$ cat config.mk
export PLATFORM = sky130hd
export DESIGN_NAME = des_round_function
export DESIGN_NICKNAME = d
export VERILOG_FILES = /design/src/hdl/des_rf_pkg.sv /design/src/hdl/des_round_function.sv
export VERILOG_INCLUDE_DIRS = /design/src /design/src/hdl
export SDC_FILE = /design/constraint.sdc
export NUM_CORES = 1
export LEC_CHECK = 0
export CAP_MARGIN = 20
export CORE_MARGIN = 2
export CORE_UTILIZATION = 45
export CTS_CLUSTER_SIZE = 25
export DETAILED_ROUTE_END_ITERATION = 10
export DONT_BUFFER_PORTS = 1
export GPL_ROUTABILITY_DRIVEN = 0
export PLACE_DENSITY_LB_ADDON = 0.1
export RECOVER_POWER = 50
export SYNTH_ARGS = -nofsm -noshare
export SYNTH_HDL_FRONTEND = slang
export SYNTH_SLANG_ARGS = --single-unit
$ cat constraint.sdc
create_clock -name clock -period 7.7 [get_ports clock]
set_clock_uncertainty 0.15 [all_clocks]
set_input_delay 0.385 -clock clock [delete_from_list [all_inputs] [get_ports clock]]
set_output_delay 0.385 -clock clock [all_outputs]
set_load 0.03 [all_outputs]
$ cat src/hdl/des_round_function_macros.svh
// ----------------------------------------------------------------------------
// des_round_function_macros.svh
// Assertion macros shared by the DES round function RTL.
// ----------------------------------------------------------------------------
`ifndef DES_ROUND_FUNCTION_MACROS_SVH
`define DES_ROUND_FUNCTION_MACROS_SVH

// Same-cycle implication, disabled during reset.
`define DRF_ASSERT_NOW(lbl, clk, rst, ante, cons, msg) \
   lbl: assert property (@(posedge clk) disable iff (rst) (ante) |-> (cons)) else $error(msg);

// Next-cycle implication, disabled during reset.
`define DRF_ASSERT_NEXT(lbl, clk, rst, ante, cons, msg) \
   lbl: assert property (@(posedge clk) disable iff (rst) (ante) |=> (cons)) else $error(msg);

`endif

$ cat src/hdl/des_rf_pkg.sv
// ----------------------------------------------------------------------------
// des_rf_pkg
// Tables and bit-wiring functions for the DES Feistel round function.
// ----------------------------------------------------------------------------
package des_rf_pkg;

   localparam int unsigned HALF_W  = 32;
   localparam int unsigned WIDE_W  = 48;
   localparam int unsigned NUM_BOX = 8;

   typedef logic [HALF_W-1:0] half_type;
   typedef logic [WIDE_W-1:0] wide_type;

   // S1..S8, each indexed by {row, column} = {b5, b0, b4..b1}
   localparam logic [3:0] SBOX [NUM_BOX][64] = '{
      '{4'd14, 4'd4, 4'd13, 4'd1, 4'd2, 4'd15, 4'd11, 4'd8,
        4'd3, 4'd10, 4'd6, 4'd12, 4'd5, 4'd9, 4'd0, 4'd7,
        4'd0, 4'd15, 4'd7, 4'd4, 4'd14, 4'd2, 4'd13, 4'd1,
        4'd10, 4'd6, 4'd12, 4'd11, 4'd9, 4'd5, 4'd3, 4'd8,
        4'd4, 4'd1, 4'd14, 4'd8, 4'd13, 4'd6, 4'd2, 4'd11,
        4'd15, 4'd12, 4'd9, 4'd7, 4'd3, 4'd10, 4'd5, 4'd0,
        4'd15, 4'd12, 4'd8, 4'd2, 4'd4, 4'd9, 4'd1, 4'd7,
        4'd5, 4'd11, 4'd3, 4'd14, 4'd10, 4'd0, 4'd6, 4'd13},
      '{4'd15, 4'd1, 4'd8, 4'd14, 4'd6, 4'd11, 4'd3, 4'd4,
        4'd9, 4'd7, 4'd2, 4'd13, 4'd12, 4'd0, 4'd5, 4'd10,
        4'd3, 4'd13, 4'd4, 4'd7, 4'd15, 4'd2, 4'd8, 4'd14,
        4'd12, 4'd0, 4'd1, 4'd10, 4'd6, 4'd9, 4'd11, 4'd5,
        4'd0, 4'd14, 4'd7, 4'd11, 4'd10, 4'd4, 4'd13, 4'd1,
        4'd5, 4'd8, 4'd12, 4'd6, 4'd9, 4'd3, 4'd2, 4'd15,
        4'd13, 4'd8, 4'd10, 4'd1, 4'd3, 4'd15, 4'd4, 4'd2,
        4'd11, 4'd6, 4'd7, 4'd12, 4'd0, 4'd5, 4'd14, 4'd9},
      '{4'd10, 4'd0, 4'd9, 4'd14, 4'd6, 4'd3, 4'd15, 4'd5,
        4'd1, 4'd13, 4'd12, 4'd7, 4'd11, 4'd4, 4'd2, 4'd8,
        4'd13, 4'd7, 4'd0, 4'd9, 4'd3, 4'd4, 4'd6, 4'd10,
        4'd2, 4'd8, 4'd5, 4'd14, 4'd12, 4'd11, 4'd15, 4'd1,
        4'd13, 4'd6, 4'd4, 4'd9, 4'd8, 4'd15, 4'd3, 4'd0,
        4'd11, 4'd1, 4'd2, 4'd12, 4'd5, 4'd10, 4'd14, 4'd7,
        4'd1, 4'd10, 4'd13, 4'd0, 4'd6, 4'd9, 4'd8, 4'd7,
        4'd4, 4'd15, 4'd14, 4'd3, 4'd11, 4'd5, 4'd2, 4'd12},
      '{4'd7, 4'd13, 4'd14, 4'd3, 4'd0, 4'd6, 4'd9, 4'd10,
        4'd1, 4'd2, 4'd8, 4'd5, 4'd11, 4'd12, 4'd4, 4'd15,
        4'd13, 4'd8, 4'd11, 4'd5, 4'd6, 4'd15, 4'd0, 4'd3,
        4'd4, 4'd7, 4'd2, 4'd12, 4'd1, 4'd10, 4'd14, 4'd9,
        4'd10, 4'd6, 4'd9, 4'd0, 4'd12, 4'd11, 4'd7, 4'd13,
        4'd15, 4'd1, 4'd3, 4'd14, 4'd5, 4'd2, 4'd8, 4'd4,
        4'd3, 4'd15, 4'd0, 4'd6, 4'd10, 4'd1, 4'd13, 4'd8,
        4'd9, 4'd4, 4'd5, 4'd11, 4'd12, 4'd7, 4'd2, 4'd14},
      '{4'd2, 4'd12, 4'd4, 4'd1, 4'd7, 4'd10, 4'd11, 4'd6,
        4'd8, 4'd5, 4'd3, 4'd15, 4'd13, 4'd0, 4'd14, 4'd9,
        4'd14, 4'd11, 4'd2, 4'd12, 4'd4, 4'd7, 4'd13, 4'd1,
        4'd5, 4'd0, 4'd15, 4'd10, 4'd3, 4'd9, 4'd8, 4'd6,
        4'd4, 4'd2, 4'd1, 4'd11, 4'd10, 4'd13, 4'd7, 4'd8,
        4'd15, 4'd9, 4'd12, 4'd5, 4'd6, 4'd3, 4'd0, 4'd14,
        4'd11, 4'd8, 4'd12, 4'd7, 4'd1, 4'd14, 4'd2, 4'd13,
        4'd6, 4'd15, 4'd0, 4'd9, 4'd10, 4'd4, 4'd5, 4'd3},
      '{4'd12, 4'd1, 4'd10, 4'd15, 4'd9, 4'd2, 4'd6, 4'd8,
        4'd0, 4'd13, 4'd3, 4'd4, 4'd14, 4'd7, 4'd5, 4'd11,
        4'd10, 4'd15, 4'd4, 4'd2, 4'd7, 4'd12, 4'd9, 4'd5,
        4'd6, 4'd1, 4'd13, 4'd14, 4'd0, 4'd11, 4'd3, 4'd8,
        4'd9, 4'd14, 4'd15, 4'd5, 4'd2, 4'd8, 4'd12, 4'd3,
        4'd7, 4'd0, 4'd4, 4'd10, 4'd1, 4'd13, 4'd11, 4'd6,
        4'd4, 4'd3, 4'd2, 4'd12, 4'd9, 4'd5, 4'd15, 4'd10,
        4'd11, 4'd14, 4'd1, 4'd7, 4'd6, 4'd0, 4'd8, 4'd13},
      '{4'd4, 4'd11, 4'd2, 4'd14, 4'd15, 4'd0, 4'd8, 4'd13,
        4'd3, 4'd12, 4'd9, 4'd7, 4'd5, 4'd10, 4'd6, 4'd1,
        4'd13, 4'd0, 4'd11, 4'd7, 4'd4, 4'd9, 4'd1, 4'd10,
        4'd14, 4'd3, 4'd5, 4'd12, 4'd2, 4'd15, 4'd8, 4'd6,
        4'd1, 4'd4, 4'd11, 4'd13, 4'd12, 4'd3, 4'd7, 4'd14,
        4'd10, 4'd15, 4'd6, 4'd8, 4'd0, 4'd5, 4'd9, 4'd2,
        4'd6, 4'd11, 4'd13, 4'd8, 4'd1, 4'd4, 4'd10, 4'd7,
        4'd9, 4'd5, 4'd0, 4'd15, 4'd14, 4'd2, 4'd3, 4'd12},
      '{4'd13, 4'd2, 4'd8, 4'd4, 4'd6, 4'd15, 4'd11, 4'd1,
        4'd10, 4'd9, 4'd3, 4'd14, 4'd5, 4'd0, 4'd12, 4'd7,
        4'd1, 4'd15, 4'd13, 4'd8, 4'd10, 4'd3, 4'd7, 4'd4,
        4'd12, 4'd5, 4'd6, 4'd11, 4'd0, 4'd14, 4'd9, 4'd2,
        4'd7, 4'd11, 4'd4, 4'd1, 4'd9, 4'd12, 4'd14, 4'd2,
        4'd0, 4'd6, 4'd10, 4'd13, 4'd15, 4'd3, 4'd5, 4'd8,
        4'd2, 4'd1, 4'd14, 4'd7, 4'd4, 4'd10, 4'd8, 4'd13,
        4'd15, 4'd12, 4'd9, 4'd0, 4'd3, 4'd5, 4'd6, 4'd11}
   };

   // E expansion: each 6-bit group takes four bits plus a neighbour either side
   function automatic wide_type expand(half_type x);
      return {x[0], x[31:27], x[28:23], x[24:19], x[20:15],
              x[16:11], x[12:7], x[8:3], x[4:0], x[31]};
   endfunction

   // P permutation, bit 1 of the standard numbering is the MSB here
   function automatic half_type permute(half_type y);
      return {y[16], y[25], y[12], y[11], y[3],  y[20], y[4],  y[15],
              y[31], y[17], y[9],  y[6],  y[27], y[14], y[1],  y[22],
              y[30], y[24], y[8],  y[18], y[0],  y[5],  y[29], y[23],
              y[13], y[19], y[2],  y[26], y[10], y[21], y[28], y[7]};
   endfunction

   // Row from the outer bits, column from the middle four
   function automatic logic [5:0] sbox_addr(logic [5:0] grp);
      return {grp[5], grp[0], grp[4:1]};
   endfunction

endpackage

$ cat src/hdl/des_round_function.sv
// ----------------------------------------------------------------------------
// des_round_function
// DES Feistel f function: expansion, key mix, S-boxes and P, three stages.
// ----------------------------------------------------------------------------
// Takes one beat per clock cycle while the result side is not stalled, and
// returns one beat per accepted beat, in order. The work is split over the
// three register stages: E expansion with the key XOR, the eight parallel
// S-box lookups, and the P permutation into the output register. Each stage
// holds its own valid bit and advances whenever it is empty or its content
// moves on, so a stall at rsp_ready backs up the pipe one stage at a time and
// nothing is dropped or repeated. There are no configuration registers and
// no state beyond the pipeline; reset only empties the stages.
// ----------------------------------------------------------------------------
`include "des_round_function_macros.svh"

module des_round_function
   import des_rf_pkg::*;
(
   input  logic         clock,
   input  logic         reset,
   input  logic         req_valid,
   output logic         req_ready,
   input  logic [31:0]  req_half_block,
   input  logic [47:0]  req_round_subkey,
   output logic         rsp_valid,
   input  logic         rsp_ready,
   output logic [31:0]  rsp_f_value
);

   // Stage 1: expanded half mixed with the subkey
   logic     s1_valid_ff, s1_valid_in;
   wide_type s1_mix_ff, s1_mix_in;
   // Stage 2: joined S-box outputs, first box in the top nibble
   logic     s2_valid_ff, s2_valid_in;
   half_type s2_sout_ff, s2_sout_in;
   // Stage 3: output register
   logic     rsp_valid_ff, rsp_valid_in;
   half_type rsp_f_value_ff, rsp_f_value_in;

   logic     out_adv;
   logic     s2_adv;
   logic     s1_adv;
   half_type sbox_out;

   // A stage may load when it is empty or its beat leaves this cycle
   assign out_adv   = !rsp_valid_ff || rsp_ready;
   assign s2_adv    = !s2_valid_ff || out_adv;
   assign s1_adv    = !s1_valid_ff || s2_adv;
   assign req_ready = s1_adv;

   // Eight independent lookups, one per 6-bit group, MSB group into S1
   for (genvar k = 0; k < NUM_BOX; k++) begin : g_box
      localparam int unsigned HI = WIDE_W - 1 - 6 * k;
      assign sbox_out[HALF_W-1-4*k -: 4] = SBOX[k][sbox_addr(s1_mix_ff[HI -: 6])];
   end

   always_comb begin
      // hold by default
      s1_valid_in    = s1_valid_ff;
      s1_mix_in      = s1_mix_ff;
      s2_valid_in    = s2_valid_ff;
      s2_sout_in     = s2_sout_ff;
      rsp_valid_in   = rsp_valid_ff;
      rsp_f_value_in = rsp_f_value_ff;

      if (s1_adv) begin
         s1_valid_in = req_valid;
         s1_mix_in   = expand(req_half_block) ^ req_round_subkey;
      end
      if (s2_adv) begin
         s2_valid_in = s1_valid_ff;
         s2_sout_in  = sbox_out;
      end
      if (out_adv) begin
         rsp_valid_in   = s2_valid_ff;
         rsp_f_value_in = permute(s2_sout_ff);
      end
   end

   // Valid bits: cleared by reset
   always_ff @(posedge clock) begin
      if (reset) begin
         s1_valid_ff  <= 1'b0;
         s2_valid_ff  <= 1'b0;
         rsp_valid_ff <= 1'b0;
      end else begin
         s1_valid_ff  <= s1_valid_in;
         s2_valid_ff  <= s2_valid_in;
         rsp_valid_ff <= rsp_valid_in;
      end
   end

   // Payload: no reset needed
   always_ff @(posedge clock) begin
      s1_mix_ff      <= s1_mix_in;
      s2_sout_ff     <= s2_sout_in;
      rsp_f_value_ff <= rsp_f_value_in;
   end

   assign rsp_valid   = rsp_valid_ff;
   assign rsp_f_value = rsp_f_value_ff;

   // An accepted beat lands in stage 1
   `DRF_ASSERT_NEXT(a_accept_lands, clock, reset, req_valid && req_ready, s1_valid_ff, "accepted beat lost at stage 1")
   // A blocked stage 1 beat holds its data
   `DRF_ASSERT_NEXT(a_s1_hold, clock, reset, s1_valid_ff && !s2_adv, s1_valid_ff && $stable(s1_mix_ff), "stage 1 beat changed while blocked")
   // A blocked stage 2 beat holds its data
   `DRF_ASSERT_NEXT(a_s2_hold, clock, reset, s2_valid_ff && !out_adv, s2_valid_ff && $stable(s2_sout_ff), "stage 2 beat changed while blocked")
   // A full, stalled pipe takes no new beat
   `DRF_ASSERT_NOW(a_full_stall, clock, reset, s1_valid_ff && s2_valid_ff && rsp_valid_ff && !rsp_ready, !req_ready, "beat accepted into a full pipe")

endmodule

# Word level (Yosys, flattened, before mapping)
# Memory sizes are Yosys's and may differ from the RTL's. A register that Yosys moved wholly into a read port is not among the register bits.
# Cells that the tools add are included.
[totals]
out_inout_bits = 34
memories = 8
ff_bits = 83
word_cells = 28
inputBits = 84
rom_bits = 2048
[classes]
n_bitwise = 9
reduce_logical = 6
[memory_table]
columns = ["memory", "words", "width", "rd", "rd_ports_with_merged_regs", "write_ports", "line_no", "rtl"]
rows = [
  ["(name not given)", 64, 4, 1, 1, 0, "des_round_function.sv:54", "assign sbox_out[HALF_W-1-4*k -: 4] = SBOX[k][sbox_addr(s1_mix_ff[HI -: 6])];"],
  ["(name not given)", 64, 4, 1, 1, 0, "des_round_function.sv:54", ""],
  ["(name not given)", 64, 4, 1, 1, 0, "des_round_function.sv:54", ""],
  ["(name not given)", 64, 4, 1, 1, 0, "des_round_function.sv:54", ""],
  ["(name not given)", 64, 4, 1, 1, 0, "des_round_function.sv:54", ""],
  ["(name not given)", 64, 4, 1, 1, 0, "des_round_function.sv:54", ""],
  ["2 more memories", "n/a", "n/a", "n/a", "n/a", "n/a", "n/a", ""],
]
[ops]
columns = ["cell", "n"]
rows = [
  ["6-bit NOT with 7-bit output", 8],
  ["48-bit XOR", 1],
  ["1-bit zero test", 3],
  ["1-bit logical OR", 3],
]

# Logic depth before layout (Yosys ltp)
[logic_depth]
depth_word = 4
depth_mapped = 8
ltp_nobuf = 6

# Least setup slack after synthesis
# No wires, ideal clock.
[synth_path]
kind = "reg2reg"
startpoint = "register rsp_valid_ff (netlist: rsp_valid)"
endpoint = "register s1_mix_ff[0] (enable)"
required_ps = 6902
synth_period_minus_slack_ps = 2658
path_stages_with_launch = 4
arrival_ps = 1859
setup_time_ps = 648
slack_ps = 5042
n_path_buf = 0
cell_sequence = "dfxtp_1 nor2b_1 and2_1 nand2_1"
[synth_via]
elab_chain_len = 4
[synth_lines]
columns = ["element", "line_no", "rtl"]
rows = [
  ["start: declaration", "des_round_function.sv:37", "logic rsp_valid_ff, rsp_valid_in;"],
  ["start signal: assignment", "des_round_function.sv:89", "rsp_valid_ff <= rsp_valid_in;"],
  ["1-bit zero test", "des_round_function.sv:46", "assign out_adv = !rsp_valid_ff || rsp_ready;"],
  ["1-bit logical OR", "des_round_function.sv:46", ""],
  ["1-bit logical OR", "des_round_function.sv:47", "assign s2_adv = !s2_valid_ff || out_adv;"],
  ["1-bit logical OR", "des_round_function.sv:48", "assign s1_adv = !s1_valid_ff || s2_adv;"],
  ["named net req_ready", "des_round_function.sv:22", "output logic req_ready,"],
  ["end signal: assignment", "des_round_function.sv:95", "s1_mix_ff <= s1_mix_in;"],
  ["end: declaration", "des_round_function.sv:32", "wide_type s1_mix_ff, s1_mix_in;"],
]
# The timed path passes the listed nets, and every way through them passes these cells.
# A chain may end at the register's enable or synchronous reset.

# Worst setup path after layout
[layout_path]
startpoint = "register s1_mix_ff[14]"
endpoint = "register s2_sout_ff[9], data pin"
[layout_via]
elab_chain_len = 1
[layout_lines]
columns = ["element", "line_no", "rtl"]
rows = [
  ["6-bit NOT with 7-bit output (not written as such)", "des_round_function.sv:54", ""],
  ["end: declaration", "des_round_function.sv:35", "half_type s2_sout_ff, s2_sout_in;"],
]
# Every way passes these cells.

==> results.py <==
metrics = {
    "run_status": {
        "status": "finished, violations left",
        "violations": "max-capacitance violations, max-slew violations",
    },
    "pwr": {
        "power.density_mw_per_mm2": 245,
        "combPwrFrac_pct": 20.2,
        "seq_power_share_pct": 48.7,
        "intPower_mw": 1.50,
        "clockPowerShare_pct": 31.1,
        "p_leak_nw": 3.58,
        "ir_drop_mv": 0.147,
        "switching_share_pct": 33.7,
        "p_sw_uw": 764,
    },
    "logic_synthesis": {
        "syn_nets": 972,
        "synth_top_area_share_pct": 38.9,
        "synth_seq_cells": 115,
        "synth_area_per_cell_um2": 10.5,
        "yosysUniqueCellTypes": 71,
        "synth.cell_area_mm2": 0.00866,
        "synth_area_leaders": "edfxtp_1 39%, ha_1 9.1%, xor2_1 6.4%, mux4_2 5.7%, mux2i_1 2.8%",
        "synth_edf_count": 112,
        "ys_warn_count": 0,
        "synth_cells": 825,
        "yosys.area.top_type": "edfxtp_1",
        "synthFlopType": "edfxtp_1",
        "synth_seq_area_share_pct": 39.5,
        "async_reset_ff_share_pct": 0,
    },
    "placed_design": {
        "hpwl_um": 12000,
        "portBuffers": 0,
    },
    "setup_path": {
        "worstSetupEndpointType": "flip-flop",
        "regToRegSetupSlack_ps": 4920,
        "crit_required_ps": 7710,
        "start_kind": "flip-flop",
        "worstPathArrival_ps": 2790,
        "cp_max_fo": 14,
        "rr_startpoint": "s1_mix_ff[14]",
        "crit_type": "reg -> reg",
        "r2r-end": "s2_sout_ff[9]",
        "reg2reg_depth": 6,
    },
    "finish": {
        "n_fill_cell": 1677,
        "area_growth_pct": 6.87,
        "antenna_cells": 0,
        "final_nets": 934,
        "drive_gt1_share_pct": 9.25,
    },
    "timing": {
        "holdWs_ps": 26.9,
        "finalHoldViolCount": 0,
        "slew_headroom_pct": -36.2,
        "tightest_slew_ps": 2040,
        "rsz0062_at_grt": "no",
        "fin_crit_sh_pct": 36.1,
        "max_freq_ghz": 0.360,
        "setup_tns_ps": 0,
        "setup_violations": 0,
        "slew_viol_final": 33,
        "finalCriticalPeriod_ps": 2780,
    },
    "cts": {
        "cts_tree": "done",
        "ctsLongestPathBuffers": 2,
        "clock_sinks": 115,
        "cts.htree.levels": 4,
        "cts_buffers": 17,
        "clkLatencyLatePin_ps": 410,
        "clkTransAtPathRegs_ps": 60,
        "cts_root_buffer": "clkbuf_16",
        "cts_setup_buffers": 0,
    },
    "job": {
        "maxCapViolCount": 1,
    },
    "floorplan": {
        "initial_utilization_pct": 46.1,
        "die_w_um": 143,
        "die_y_um": 143,
        "ios": 118,
        "dieArea_mm2": 0.0204,
        "fp-row-count": 50,
        "core_mm2": 0.0188,
    },
    "route": {
        "viasPerCell": 5.97,
        "drtIter0Drc": 525,
        "via_count": 6170,
        "drtAntennaViolNets": 0,
        "remaining_drc_errors": 0,
        "wirelength_um": 17700,
        "drtPass1Iterations": 5,
        "routedWlPerCell_um": 17.1,
    },
    "global_routing": {
        "grt_pass1_vias": 5705,
        "antenna_found_initial": 0,
        "grt_max_degree": 50,
        "grt-ovfl-total": 0,
        "grt_pass1_wl_um": 28200,
        "grt_usage_pct": 17.4,
    },
    "hold_path": {
        "hp-class": "in -> reg",
        "hold_path_end": "s1_mix_ff[20]",
        "min_from": "req_half_block[13]",
        "whs_path_depth": 1,
    },
}
## layer usage
layer / global-route usage [%] / wire length [um] / vias up
met5: 0 / 0 / -
met4: 5.11 / 222 / 0
met3: 4.09 / 775 / 24
met2: 29.1 / 8800 / 187
met1: 22.6 / 7930 / 2971
li1: - / - / 2988
## power groups by stage
stage | combinational (mW) | sequential (mW) | clock, mW
after floorplan | 0.453 | 1.01 | 0
after global placement | 0.444 | 1.11 | 0
after detailed placement | 0.453 | 1.12 | 0
after CTS | 0.457 | 1.10 | 0.729
after global routing | 0.511 | 1.13 | 0.758
final | 0.458 | 1.10 | 0.706
## worst max-delay path: stages, from the launching register on
cell,delay (ps)
edfxtp_1,620
inv_1,180
ha_1,390
nand2b_1,230
nor2b_1,210
mux4_2,480
mux2_2,290
## cell usage in the layout (no fill, tap or decap), drive strengths merged, types with 14 or more instances in the layout
cell    netlist  layout
edfxtp      112     112
ha           63      63
clkbuf       26      18
nand2b       21      21
mux4         22      22
nand2        48      48
mux2i        24      24
o211ai       15      15
xor2         63      63
o21ai        32      32
a21oi        32      32
nor2         38      38
inv          51      55
nor2b        26      26
a211oi       14      14
nor3         17      17
## Yosys cell counts (24+ instances only)
library cell,number
nand2_1,48
a21oi_1,32
mux2i_1,24
clkbuf_1,26
inv_1,46
o21ai_0,29
buf_2,28
xor2_1,63
nor2b_1,26
edfxtp_1,112
nor2_1,38
ha_1,63
## cells by family after synthesis
| family | Yosys count | share of synthesized area [%] |
|---|---|---|
| AOI/OAI and AO/OA | 208 | 17.3 |
| and+or+nand+nor | 202 | 12.0 |
| DFF | 115 | 39.5 |
| buffers and inverters | 113 | 5.39 |
| xor gates and xnor gates | 70 | 7.08 |
| adders and majority gates | 63 | 9.11 |
| muxes | 54 | 9.54 |
## area by class of cell
| class | instances | area [um2] | share of cell area (%) |
|---|---|---|---|
| well taps | 234 | 293 | 3.17 |
| repair buffers | 5 | 38.8 | 0.419 |
| multi-input cells | 597 | 4770 | 51.5 |
| clock buffers | 17 | 425 | 4.60 |
| clock inverters | 15 | 110 | 1.19 |
| flip-flops and latches | 115 | 3420 | 37.0 |
| inverters | 51 | 191 | 2.07 |
## what timing repair did
action / in CTS / in global routing
hold buffers: 2 / 0
resized for setup: 0 / 0
endpoints found under the hold margin: 3 / 0
## metrics by stage
step | std cells | setup slack (ps) | util [%] | cell area (um2) | power, mW
after CTS | 1034 | 4940 | 49.3 | 9250 | 2.29
final | 1034 | 4920 | 49.3 | 9250 | 2.27
after global placement | 1000 | 5060 | 46.3 | 8700 | 1.55
after detailed placement | 1000 | 4940 | 46.3 | 8700 | 1.57
after floorplan | 825 | 5040 | - | 8660 | 1.46
after global routing | 1034 | 4710 | 49.3 | 9250 | 2.40
## worst max path at each step
stage                        from         endpoint  cells past startpoint
finish              s1_mix_ff[14]    s2_sout_ff[9]                      6
global placement    s1_mix_ff[14]    s2_sout_ff[9]                      6
detailed placement  s1_mix_ff[14]    s2_sout_ff[9]                      6
floorplan               rsp_valid     s1_mix_ff[0]                      3
global route            rsp_valid  rsp_f_value[31]                      3
CTS                 s1_mix_ff[14]    s2_sout_ff[9]                      6
## sequential cells by signal (all words and copies together), names as in the netlist
signal and cells:
s2_valid_ff 1, s1_valid_ff 1, rsp_valid 1, s2_sout_ff 32
s1_mix_ff 48, rsp_f_value 32
(Power assumes the default switching activity.)
